$ cat config.mk
export PLATFORM = sky130hd
export DESIGN_NAME = hsv_to_rgb_dim_curve_top
export DESIGN_NICKNAME = d
export VERILOG_FILES = /design/src/rtl/hsvdc_pkg.sv /design/src/rtl/hsv_to_rgb_dim_curve_top.sv
export SDC_FILE = /design/constraint.sdc
export NUM_CORES = 1
export LEC_CHECK = 0
export ABC_AREA = 1
export BUFFER_PORTS_ARGS = -buffer_cell sky130_fd_sc_hd__buf_2
export CAP_MARGIN = 25
export CORE_ASPECT_RATIO = 1.5
export CORE_UTILIZATION = 55
export CTS_BUF_LIST = sky130_fd_sc_hd__clkbuf_16
export CTS_CLUSTER_SIZE = 24
export DETAILED_ROUTE_END_ITERATION = 8
export MAX_ROUTING_LAYER = met4
export PLACE_DENSITY_LB_ADDON = 0.08
export RECOVER_POWER = 50
export REMOVE_ABC_BUFFERS = 1
export SYNTH_ARGS = -nofsm -noshare
export SYNTH_HDL_FRONTEND = slang
export SYNTH_SLANG_ARGS = --single-unit
$ cat constraint.sdc
create_clock -name clk -period 5.6 [get_ports clk]
set_input_delay 0.84 -clock clk [delete_from_list [all_inputs] [get_ports clk]]
set_output_delay 0.84 -clock clk [all_outputs]
set_load 0.02 [all_outputs]
$ cat src/rtl/hsvdc_pkg.sv
`timescale 1ns / 1ps
// Package for the HSV to RGB converter with perceptual dim curve.
// Holds the dim-curve table and the arithmetic constants; depends on nothing.
package hsvdc_pkg;

    localparam int unsigned ChannelW = 8;
    localparam int unsigned HueW     = 16;

    // Hue offset: a multiple of 360 that lifts every 16-bit signed hue above zero.
    localparam logic [16:0] HueOffset = 17'd33120;

    // Reciprocal of 45 scaled by 2^20 (ceiling), exact for inputs below 74898.
    localparam logic [14:0] Recip45   = 15'd23302;
    localparam int unsigned Recip45Sh = 20;

    // Reciprocal of 15 scaled by 2^16 (ceiling), exact for inputs below 4681.
    localparam logic [12:0] Recip15   = 13'd4370;
    localparam int unsigned Recip15Sh = 16;

    localparam logic [5:0] SectorSpan = 6'd60;

    // Sector codes.
    localparam logic [2:0] SEC_RED_UP    = 3'd0;
    localparam logic [2:0] SEC_GREEN_DN  = 3'd1;
    localparam logic [2:0] SEC_GREEN_UP  = 3'd2;
    localparam logic [2:0] SEC_BLUE_DN   = 3'd3;
    localparam logic [2:0] SEC_BLUE_UP   = 3'd4;
    localparam logic [2:0] SEC_RED_DN    = 3'd5;

    // Perceptual dim curve.
    localparam logic [7:0] LevelCurve [256] = '{
        8'd0,   8'd1,   8'd1,   8'd2,   8'd2,   8'd2,   8'd2,   8'd2,
        8'd2,   8'd3,   8'd3,   8'd3,   8'd3,   8'd3,   8'd3,   8'd3,
        8'd3,   8'd3,   8'd3,   8'd3,   8'd3,   8'd3,   8'd3,   8'd4,
        8'd4,   8'd4,   8'd4,   8'd4,   8'd4,   8'd4,   8'd4,   8'd4,
        8'd4,   8'd4,   8'd4,   8'd5,   8'd5,   8'd5,   8'd5,   8'd5,
        8'd5,   8'd5,   8'd5,   8'd5,   8'd5,   8'd6,   8'd6,   8'd6,
        8'd6,   8'd6,   8'd6,   8'd6,   8'd6,   8'd7,   8'd7,   8'd7,
        8'd7,   8'd7,   8'd7,   8'd7,   8'd8,   8'd8,   8'd8,   8'd8,
        8'd8,   8'd8,   8'd9,   8'd9,   8'd9,   8'd9,   8'd9,   8'd9,
        8'd10,  8'd10,  8'd10,  8'd10,  8'd10,  8'd11,  8'd11,  8'd11,
        8'd11,  8'd11,  8'd12,  8'd12,  8'd12,  8'd12,  8'd12,  8'd13,
        8'd13,  8'd13,  8'd13,  8'd14,  8'd14,  8'd14,  8'd14,  8'd15,
        8'd15,  8'd15,  8'd16,  8'd16,  8'd16,  8'd16,  8'd17,  8'd17,
        8'd17,  8'd18,  8'd18,  8'd18,  8'd19,  8'd19,  8'd19,  8'd20,
        8'd20,  8'd20,  8'd21,  8'd21,  8'd22,  8'd22,  8'd22,  8'd23,
        8'd23,  8'd24,  8'd24,  8'd25,  8'd25,  8'd25,  8'd26,  8'd26,
        8'd27,  8'd27,  8'd28,  8'd28,  8'd29,  8'd29,  8'd30,  8'd30,
        8'd31,  8'd32,  8'd32,  8'd33,  8'd33,  8'd34,  8'd35,  8'd35,
        8'd36,  8'd36,  8'd37,  8'd38,  8'd38,  8'd39,  8'd40,  8'd40,
        8'd41,  8'd42,  8'd43,  8'd43,  8'd44,  8'd45,  8'd46,  8'd47,
        8'd48,  8'd48,  8'd49,  8'd50,  8'd51,  8'd52,  8'd53,  8'd54,
        8'd55,  8'd56,  8'd57,  8'd58,  8'd59,  8'd60,  8'd61,  8'd62,
        8'd63,  8'd64,  8'd65,  8'd66,  8'd68,  8'd69,  8'd70,  8'd71,
        8'd73,  8'd74,  8'd75,  8'd76,  8'd78,  8'd79,  8'd81,  8'd82,
        8'd83,  8'd85,  8'd86,  8'd88,  8'd90,  8'd91,  8'd93,  8'd94,
        8'd96,  8'd98,  8'd99,  8'd101, 8'd103, 8'd105, 8'd107, 8'd109,
        8'd110, 8'd112, 8'd114, 8'd116, 8'd118, 8'd121, 8'd123, 8'd125,
        8'd127, 8'd129, 8'd132, 8'd134, 8'd136, 8'd139, 8'd141, 8'd144,
        8'd146, 8'd149, 8'd151, 8'd154, 8'd157, 8'd159, 8'd162, 8'd165,
        8'd168, 8'd171, 8'd174, 8'd177, 8'd180, 8'd183, 8'd186, 8'd190,
        8'd193, 8'd196, 8'd200, 8'd203, 8'd207, 8'd211, 8'd214, 8'd218,
        8'd222, 8'd226, 8'd230, 8'd234, 8'd238, 8'd242, 8'd248, 8'd255
    };

endpackage

$ cat src/rtl/hsv_to_rgb_dim_curve_top.sv
`timescale 1ns / 1ps
// A word accepted with start passes through stages one to six and the output
// register, and then shows up on red/green/blue with done.
// Throughput: one word per cycle, every cycle; busy is always low because the
// seven-stage pipeline never holds, and the receiver cannot stall it.
// Reset (rst_n low, asynchronous) empties the pipeline and sets brightness to 255.
// File: HSV to RGB converter top level; depends on hsvdc_pkg.
module hsv_to_rgb_dim_curve_top (
    input  logic                            clk,
    input  logic                            rst_n,
    // Command channel.
    input  logic                            start,
    output logic                            busy,
    input  logic signed [hsvdc_pkg::HueW-1:0] hue_degrees,
    input  logic [hsvdc_pkg::ChannelW-1:0]  saturation,
    // Brightness register write channel.
    input  logic                            brightness_valid,
    output logic                            brightness_ready,
    input  logic [hsvdc_pkg::ChannelW-1:0]  brightness,
    // Result channel.
    output logic                            done,
    output logic [hsvdc_pkg::ChannelW-1:0]  red,
    output logic [hsvdc_pkg::ChannelW-1:0]  green,
    output logic [hsvdc_pkg::ChannelW-1:0]  blue
);
    import hsvdc_pkg::*;

    // The pipeline never holds, so the command side is always open and the
    // brightness register takes a write in any cycle.
    assign busy             = 1'b0;
    assign brightness_ready = 1'b1;

    logic       accept;
    logic [7:0] bright_reg;

    assign accept = start && !busy;

    always_ff @(posedge clk or negedge rst_n)
    begin
        if (!rst_n)
        begin
            bright_reg <= 8'd255;
        end
        else if (brightness_valid && brightness_ready)
        begin
            bright_reg <= brightness;
        end
    end

    // Valid bits travel alongside the data through stages one to six and the
    // output register.
    logic [6:1] vld_reg;

    always_ff @(posedge clk or negedge rst_n)
    begin
        if (!rst_n)
        begin
            vld_reg <= '0;
        end
        else
        begin
            vld_reg <= {vld_reg[5:1], accept};
        end
    end

    // Stage 1: both curve lookups, and the hue is lifted by a multiple of 360
    // so that the floored remainder becomes a plain unsigned remainder. The
    // sign-extended add wraps correctly because the true sum stays positive.
    logic [16:0] s1_hue_next;
    logic [7:0]  s1_val_next;
    logic [7:0]  s1_sat_next;
    logic [16:0] s1_hue_reg;
    logic [7:0]  s1_val_reg;
    logic [7:0]  s1_sat_reg;

    always_comb
    begin
        s1_hue_next = {hue_degrees[HueW-1], hue_degrees} + HueOffset;
        s1_val_next = LevelCurve[bright_reg];
        s1_sat_next = 8'd255 - LevelCurve[~saturation];
    end

    always_ff @(posedge clk)
    begin
        s1_hue_reg <= s1_hue_next;
        s1_val_reg <= s1_val_next;
        s1_sat_reg <= s1_sat_next;
    end

    // Stage 2: 360 is 8 times 45, so the low three bits pass straight through
    // and the upper bits are divided by 45 with a reciprocal multiply. The
    // floor value of the ramps is formed in parallel.
    logic [28:0] s2_qprod;
    logic [15:0] s2_lo_prod;
    logic [7:0]  s2_q_reg;
    logic [13:0] s2_y_reg;
    logic [2:0]  s2_low_reg;
    logic [7:0]  s2_val_reg;
    logic [7:0]  s2_lo_reg;
    logic        s2_grey_reg;

    always_comb
    begin
        s2_qprod   = 29'(s1_hue_reg[16:3]) * 29'(Recip45);
        s2_lo_prod = 16'(8'd255 - s1_sat_reg) * 16'(s1_val_reg);
    end

    always_ff @(posedge clk)
    begin
        s2_q_reg    <= s2_qprod[Recip45Sh+7:Recip45Sh];
        s2_y_reg    <= s1_hue_reg[16:3];
        s2_low_reg  <= s1_hue_reg[2:0];
        s2_val_reg  <= s1_val_reg;
        s2_lo_reg   <= s2_lo_prod[15:8];
        s2_grey_reg <= (s1_sat_reg == 8'd0);
    end

    // Stage 3: remainder by 45, rebuilt into a hue in 0..359.
    logic [13:0] s3_rem;
    logic [8:0]  s3_hue_reg;
    logic [7:0]  s3_val_reg;
    logic [7:0]  s3_lo_reg;
    logic        s3_grey_reg;

    always_comb
    begin
        s3_rem = s2_y_reg - (14'(s2_q_reg) * 14'd45);
    end

    always_ff @(posedge clk)
    begin
        s3_hue_reg  <= {s3_rem[5:0], s2_low_reg};
        s3_val_reg  <= s2_val_reg;
        s3_lo_reg   <= s2_lo_reg;
        s3_grey_reg <= s2_grey_reg;
    end

    // Stage 4: sector by compare against the sector boundaries, then the
    // position inside the sector and the ramp height.
    logic [2:0] s4_sector;
    logic [8:0] s4_base;
    logic [2:0] s4_sector_reg;
    logic [5:0] s4_pos_reg;
    logic [7:0] s4_diff_reg;
    logic [7:0] s4_val_reg;
    logic [7:0] s4_lo_reg;
    logic       s4_grey_reg;

    always_comb
    begin
        if (s3_hue_reg >= 9'd300)
        begin
            s4_sector = SEC_RED_DN;
            s4_base   = 9'd300;
        end
        else if (s3_hue_reg >= 9'd240)
        begin
            s4_sector = SEC_BLUE_UP;
            s4_base   = 9'd240;
        end
        else if (s3_hue_reg >= 9'd180)
        begin
            s4_sector = SEC_BLUE_DN;
            s4_base   = 9'd180;
        end
        else if (s3_hue_reg >= 9'd120)
        begin
            s4_sector = SEC_GREEN_UP;
            s4_base   = 9'd120;
        end
        else if (s3_hue_reg >= 9'd60)
        begin
            s4_sector = SEC_GREEN_DN;
            s4_base   = 9'd60;
        end
        else
        begin
            s4_sector = SEC_RED_UP;
            s4_base   = 9'd0;
        end
    end

    always_ff @(posedge clk)
    begin
        s4_sector_reg <= s4_sector;
        s4_pos_reg    <= 6'(s3_hue_reg - s4_base);
        s4_diff_reg   <= s3_val_reg - s3_lo_reg;
        s4_val_reg    <= s3_val_reg;
        s4_lo_reg     <= s3_lo_reg;
        s4_grey_reg   <= s3_grey_reg;
    end

    // Stage 5: rising and falling ramp products.
    logic [13:0] s5_up_reg;
    logic [13:0] s5_dn_reg;
    logic [2:0]  s5_sector_reg;
    logic [7:0]  s5_val_reg;
    logic [7:0]  s5_lo_reg;
    logic        s5_grey_reg;

    always_ff @(posedge clk)
    begin
        s5_up_reg     <= 14'(s4_diff_reg) * 14'(s4_pos_reg);
        s5_dn_reg     <= 14'(s4_diff_reg) * 14'(SectorSpan - s4_pos_reg);
        s5_sector_reg <= s4_sector_reg;
        s5_val_reg    <= s4_val_reg;
        s5_lo_reg     <= s4_lo_reg;
        s5_grey_reg   <= s4_grey_reg;
    end

    // Stage 6: divide both products by 60 (shift by two, then reciprocal of
    // 15) and add the floor.
    logic [24:0] s6_up_prod;
    logic [24:0] s6_dn_prod;
    logic [7:0]  s6_up_reg;
    logic [7:0]  s6_dn_reg;
    logic [2:0]  s6_sector_reg;
    logic [7:0]  s6_val_reg;
    logic [7:0]  s6_lo_reg;
    logic        s6_grey_reg;

    always_comb
    begin
        s6_up_prod = 25'(s5_up_reg[13:2]) * 25'(Recip15);
        s6_dn_prod = 25'(s5_dn_reg[13:2]) * 25'(Recip15);
    end

    always_ff @(posedge clk)
    begin
        s6_up_reg     <= s6_up_prod[Recip15Sh+7:Recip15Sh] + s5_lo_reg;
        s6_dn_reg     <= s6_dn_prod[Recip15Sh+7:Recip15Sh] + s5_lo_reg;
        s6_sector_reg <= s5_sector_reg;
        s6_val_reg    <= s5_val_reg;
        s6_lo_reg     <= s5_lo_reg;
        s6_grey_reg   <= s5_grey_reg;
    end

    // Output stage: the sector picks which channel holds the full value, which
    // the floor and which the ramp. Zero curved saturation gives grey.
    logic [7:0] red_next;
    logic [7:0] green_next;
    logic [7:0] blue_next;
    logic       done_reg;
    logic [7:0] red_reg;
    logic [7:0] green_reg;
    logic [7:0] blue_reg;

    always_comb
    begin
        if (s6_grey_reg)
        begin
            red_next   = s6_val_reg;
            green_next = s6_val_reg;
            blue_next  = s6_val_reg;
        end
        else
        begin
            unique case (s6_sector_reg)
                SEC_RED_UP:
                begin
                    red_next   = s6_val_reg;
                    green_next = s6_up_reg;
                    blue_next  = s6_lo_reg;
                end
                SEC_GREEN_DN:
                begin
                    red_next   = s6_dn_reg;
                    green_next = s6_val_reg;
                    blue_next  = s6_lo_reg;
                end
                SEC_GREEN_UP:
                begin
                    red_next   = s6_lo_reg;
                    green_next = s6_val_reg;
                    blue_next  = s6_up_reg;
                end
                SEC_BLUE_DN:
                begin
                    red_next   = s6_lo_reg;
                    green_next = s6_dn_reg;
                    blue_next  = s6_val_reg;
                end
                SEC_BLUE_UP:
                begin
                    red_next   = s6_up_reg;
                    green_next = s6_lo_reg;
                    blue_next  = s6_val_reg;
                end
                default:
                begin
                    red_next   = s6_val_reg;
                    green_next = s6_lo_reg;
                    blue_next  = s6_dn_reg;
                end
            endcase
        end
    end

    always_ff @(posedge clk or negedge rst_n)
    begin
        if (!rst_n)
        begin
            done_reg <= 1'b0;
        end
        else
        begin
            done_reg <= vld_reg[6];
        end
    end

    always_ff @(posedge clk)
    begin
        red_reg   <= red_next;
        green_reg <= green_next;
        blue_reg  <= blue_next;
    end

    assign done  = done_reg;
    assign red   = red_reg;
    assign green = green_reg;
    assign blue  = blue_reg;

    // Every result must trace back to an accepted command.
    a_done_has_cmd: assert property (@(posedge clk) disable iff (!rst_n)
        done |-> $past(accept, 7))
        else $error("result without a matching command");

    // The rebuilt hue must land below 360.
    a_hue_range: assert property (@(posedge clk) disable iff (!rst_n)
        vld_reg[3] |-> (s3_hue_reg < 9'd360))
        else $error("hue remainder out of range");

    // The position inside a sector must stay below the sector span.
    a_pos_range: assert property (@(posedge clk) disable iff (!rst_n)
        vld_reg[4] |-> (s4_pos_reg < SectorSpan))
        else $error("sector position out of range");

    // Both ramps must lie between the floor and the full value.
    a_ramp_bounds: assert property (@(posedge clk) disable iff (!rst_n)
        vld_reg[6] |-> (s6_up_reg >= s6_lo_reg) && (s6_up_reg <= s6_val_reg) &&
                       (s6_dn_reg >= s6_lo_reg) && (s6_dn_reg <= s6_val_reg))
        else $error("ramp value outside floor and full value");

endmodule
==> load_flow_metrics.sql <==
INSERT INTO impl_metrics (metric_group, metric, value, unit) VALUES
('global_routing', 'pin_count_of_the_biggest_net_entering_global_routing', '34', ''),
('yosys', 'ys_seq_area_share', '22.57', '%'),
('setup_path', 'worst-path-max-fanout', '8', ''),
('clocking', 'h-tree-depth', '1', ''),
('setup_path', 'most_used_cell_cp', 'inv_1', ''),
('routing', 'drt_iter0_drc', '1036', ''),
('setup_path', 'slowest_cp_cell', 'fa_1', ''),
('worst_hold_path', 'hp-class', 'input pin to async pin', ''),
('global_routing', 'global_route.usage.total', '28.78', '%'),
('setup_path', 'critical_path_source_type', 'register', ''),
('timing', 'fin_hold_ws', '0.3227', 'ns'),
('yosys', 'postSynthRegisterBits', '244', ''),
('final_layout', 'final_net_count', '3473', ''),
('die', 'core_region_area', '0.03942', 'mm2'),
('clocking', 'post-cts-setup-buffer-count', '0', ''),
('yosys', 'synth.distinct_cells', '47', ''),
('timing', 'timing_hold_violations_final', '0', ''),
('yosys', 'synthesis.instances', '2887', ''),
('routing', 'antenna_left', '0', ''),
('placed_design', 'place.port_buffers', '60', ''),
('yosys', 'post-synth-top-area-fraction', '20.82', '%'),
('global_routing', 'grt_first_pass_wirelength', '90410', 'um'),
('yosys', 'ys_top_cells_by_area', 'dfxtp_1 21%, ha_1 20%, fa_1 14%', ''),
('timing', 'clock-skew-final', '0.01706', 'ns'),
('yosys', 'synthesis.area', '0.02202', 'mm2'),
('final_layout', 'fillers', '3660', ''),
('status', 'violations_in_the_final_reports', 'DRC', ''),
('clocking', 'cts_made_buffers', '25', ''),
('placed_design', 'post-dp-hpwl', '45240', 'um'),
('routing', 'routed_wl', '55070', 'um'),
('yosys', 'synth-async-reset-ratio', '6.148', '%'),
('yosys', 'synth_largest_area_cell', 'dfxtp_1', ''),
('timing', 'timing_worst_slew_pin_value', '0.8109', 'ns'),
('timing', 'rsz0062_at_grt', 'false', ''),
('die', 'total_die_area', '0.04086', 'mm2'),
('die', 'row_count', '89', ''),
('die', 'io_pins', '63', ''),
('global_routing', 'number_of_global_route_vias_before_repair', '19140', ''),
('global_routing', 'overflow', '0', ''),
('yosys', 'yosys_most_used_dff', 'dfxtp_1', ''),
('status', 'status', 'complete, but fails checks', ''),
('routing', 'dr_wl_met3', '1926', 'um'),
('routing', 'routed.top_layer', 'met4', ''),
('final_layout', 'insertedDiodeCount', '0', ''),
('setup_path', 'setup.worst_path.class', 'register to register', ''),
('yosys', 'synth_warnings', '0', ''),
('final_layout', 'largest_register_ff_count', '17', ''),
('routing', 'post_drt_via_cell_ratio', '5.417', ''),
('setup_path', 'path_cells', 'inv_1, ha_1, inv_1, nand3_1, nor2_1, nand2_1, inv_1, nand2_1, fa_1, fa_1, inv_1, fa_1, inv_1, fa_1, inv_1, ha_1, a21oi_1, o21ai_0, a21oi_1, nor2_1, nor2_1, xnor2_1', ''),
('global_routing', 'number_of_antenna_violations_at_the_first_check_in_global_routing', '0', ''),
('die', 'chipHeight', '247.1', 'um'),
('die', 'initial_utilization', '55.86', '%'),
('setup_path', 'critPathRequiredTime', '6.08', 'ns'),
('setup_path', 'r2r.worst_path.cells', '22', ''),
('timing', 'final_period_minus_worst_setup_slack', '5.130', 'ns'),
('routing', 'wire_per_inst', '15.99', 'um'),
('clocking', 'cts_root_buffer', 'clkbuf_16', ''),
('timing', 'final.period_utilization', '91.61', '%'),
('timing', 'timing_max_transition_violations_final', '0', ''),
('setup_path', 'max_stage_delay', '0.55', 'ns'),
('routing', 'met2_wirelength', '30390', 'um'),
('routing', 'total_iterations_of_the_first_detailed_routing_run', '9', ''),
('routing', 'detail_route.drc_violations', '10', ''),
('yosys', 'number_of_flops_mapped_to_enable_cells_by_yosys', '0', ''),
('routing', 'detailroute.via_count', '18660', ''),
('clocking', 'cts_tree', 'yes', ''),
('clocking', 'clock_sink_count', '244', ''),
('setup_path', 'critical_path_arrival', '5.61', 'ns'),
('routing', 'drt-met1-wl', '20230', 'um'),
('flow_run', 'cap_viol_max_count', '0', ''),
('placed_design', 'routability_driven_placement_congestion_ratio', '1.002', '');
## per-stage QoR
| stage | instance area [um2] | instances | util, % | setup slack (ns) |
|---|---|---|---|---|
| finish | 23600 | 3444 | 59.86 | 0.4696 |
| global route | 23600 | 3444 | 59.86 | 0.1296 |
| CTS | 23600 | 3444 | 59.86 | 0.4840 |
| detailed placement | 22740 | 3398 | 57.69 | 0.5500 |
| global placement | 22740 | 3398 | 57.69 | 0.6713 |
| floorplan | 21770 | 2832 | - | 0.9649 |
## layout by cell type (no fill, tap or decap), drive strengths merged, types with 2 or more instances in the layout
cell      instances
a21oi           169
o2111ai           2
ha              359
a31oi             6
nor2            224
dfrtp             7
o211ai           20
a21boi            2
xor2             57
o221ai            5
nand2           637
o31ai             4
buf              63
and2              3
o21bai           11
a211oi            8
or2               2
clkbuf           28
dfxtp           229
o21ai           141
a21o              7
conb              2
o22ai            10
nor3b             4
fa              153
clkinvlp          2
xnor2            27
inv             540
o21a              4
nand3           131
bufinv            4
nor4              2
nand3b            7
nor3             18
nand4            30
clkinv           13
dfstp             8
## final cells by class
| type | count | area [um2] | share of cell area, % |
|---|---|---|---|
| well taps | 500 | 625.6 | 2.651 |
| multi-input cells | 2050 | 14780 | 62.65 |
| repair buffers | 66 | 341.6 | 1.448 |
| inverters | 538 | 2019 | 8.559 |
| clock buffers | 25 | 625.6 | 2.651 |
| flip-flops and latches | 244 | 4970 | 21.06 |
| clock inverters | 21 | 231.5 | 0.9810 |
## critical path, delay by kind of cell (launching register included)
| kind | cells | cell delay (ns) |
|---|---|---|
| AO/OA/AOI/OAI | 3 | 0.57 |
| flip-flops | 1 | 0.46 |
| XOR/XNOR | 1 | 0.13 |
| AND/OR/NAND/NOR | 6 | 0.64 |
| adder cells (fa/ha/maj) | 6 | 2.74 |
| buffers and inverters | 6 | 0.51 |
## synthesized netlist by cell type, types with 8 or more instances
cell / count
nand3_1: 131
o22ai_1: 10
o21bai_1: 11
a211oi_1: 8
dfxtp_1: 229
o211ai_1: 20
a21oi_1: 169
nor3_1: 18
xor2_1: 57
o21ai_0: 139
fa_1: 153
dfstp_2: 8
nand2_1: 637
nand4_1: 30
ha_1: 359
xnor2_1: 27
inv_1: 532
clkbuf_1: 27
nor2_1: 221
buf_2: 21
## layer usage
metal | track usage (%) | vias to the layer above
met5 | - | -
met4 | 13.05 | 0
met3 | 2.331 | 166
met2 | 55.92 | 505
met1 | 28.35 | 8719
li1 | - | 9267
## cell families (layout without fill, tap and decap cells)
group | after synthesis | after routing | share of synthesized area, %
AND/OR/NAND/NOR | 1058 | 1058 | 19.55
buffers and inverters | 593 | 650 | 10.30
adder cells (fa/ha/maj) | 512 | 512 | 34.31
AO/OA/AOI/OAI | 394 | 394 | 9.898
flip-flops | 244 | 244 | 22.57
XOR/XNOR | 84 | 84 | 3.341
other | 2 | 2 | 0.03411
## worst paths after layout
| check | to | start | slack (ns) |
|---|---|---|---|
| worst max-delay path | s5_dn_reg[11] | s4_pos_reg[0] | 0.47 |
| worst min-delay path | vld_reg[2] | rst_n | 0.32 |
| worst max register to register | s5_dn_reg[11] | s4_pos_reg[0] | 0.47 |
| worst min register to register | s6_val_reg[6] | s5_val_reg[6] | 0.32 |
| max in group asynchronous | vld_reg[5] | rst_n | 4.82 |
| min in group clk | s6_val_reg[6] | s5_val_reg[6] | 0.32 |
Power is not shown: default switching activity piles up to over one toggle a cycle in this logic, so the estimate is an artifact.
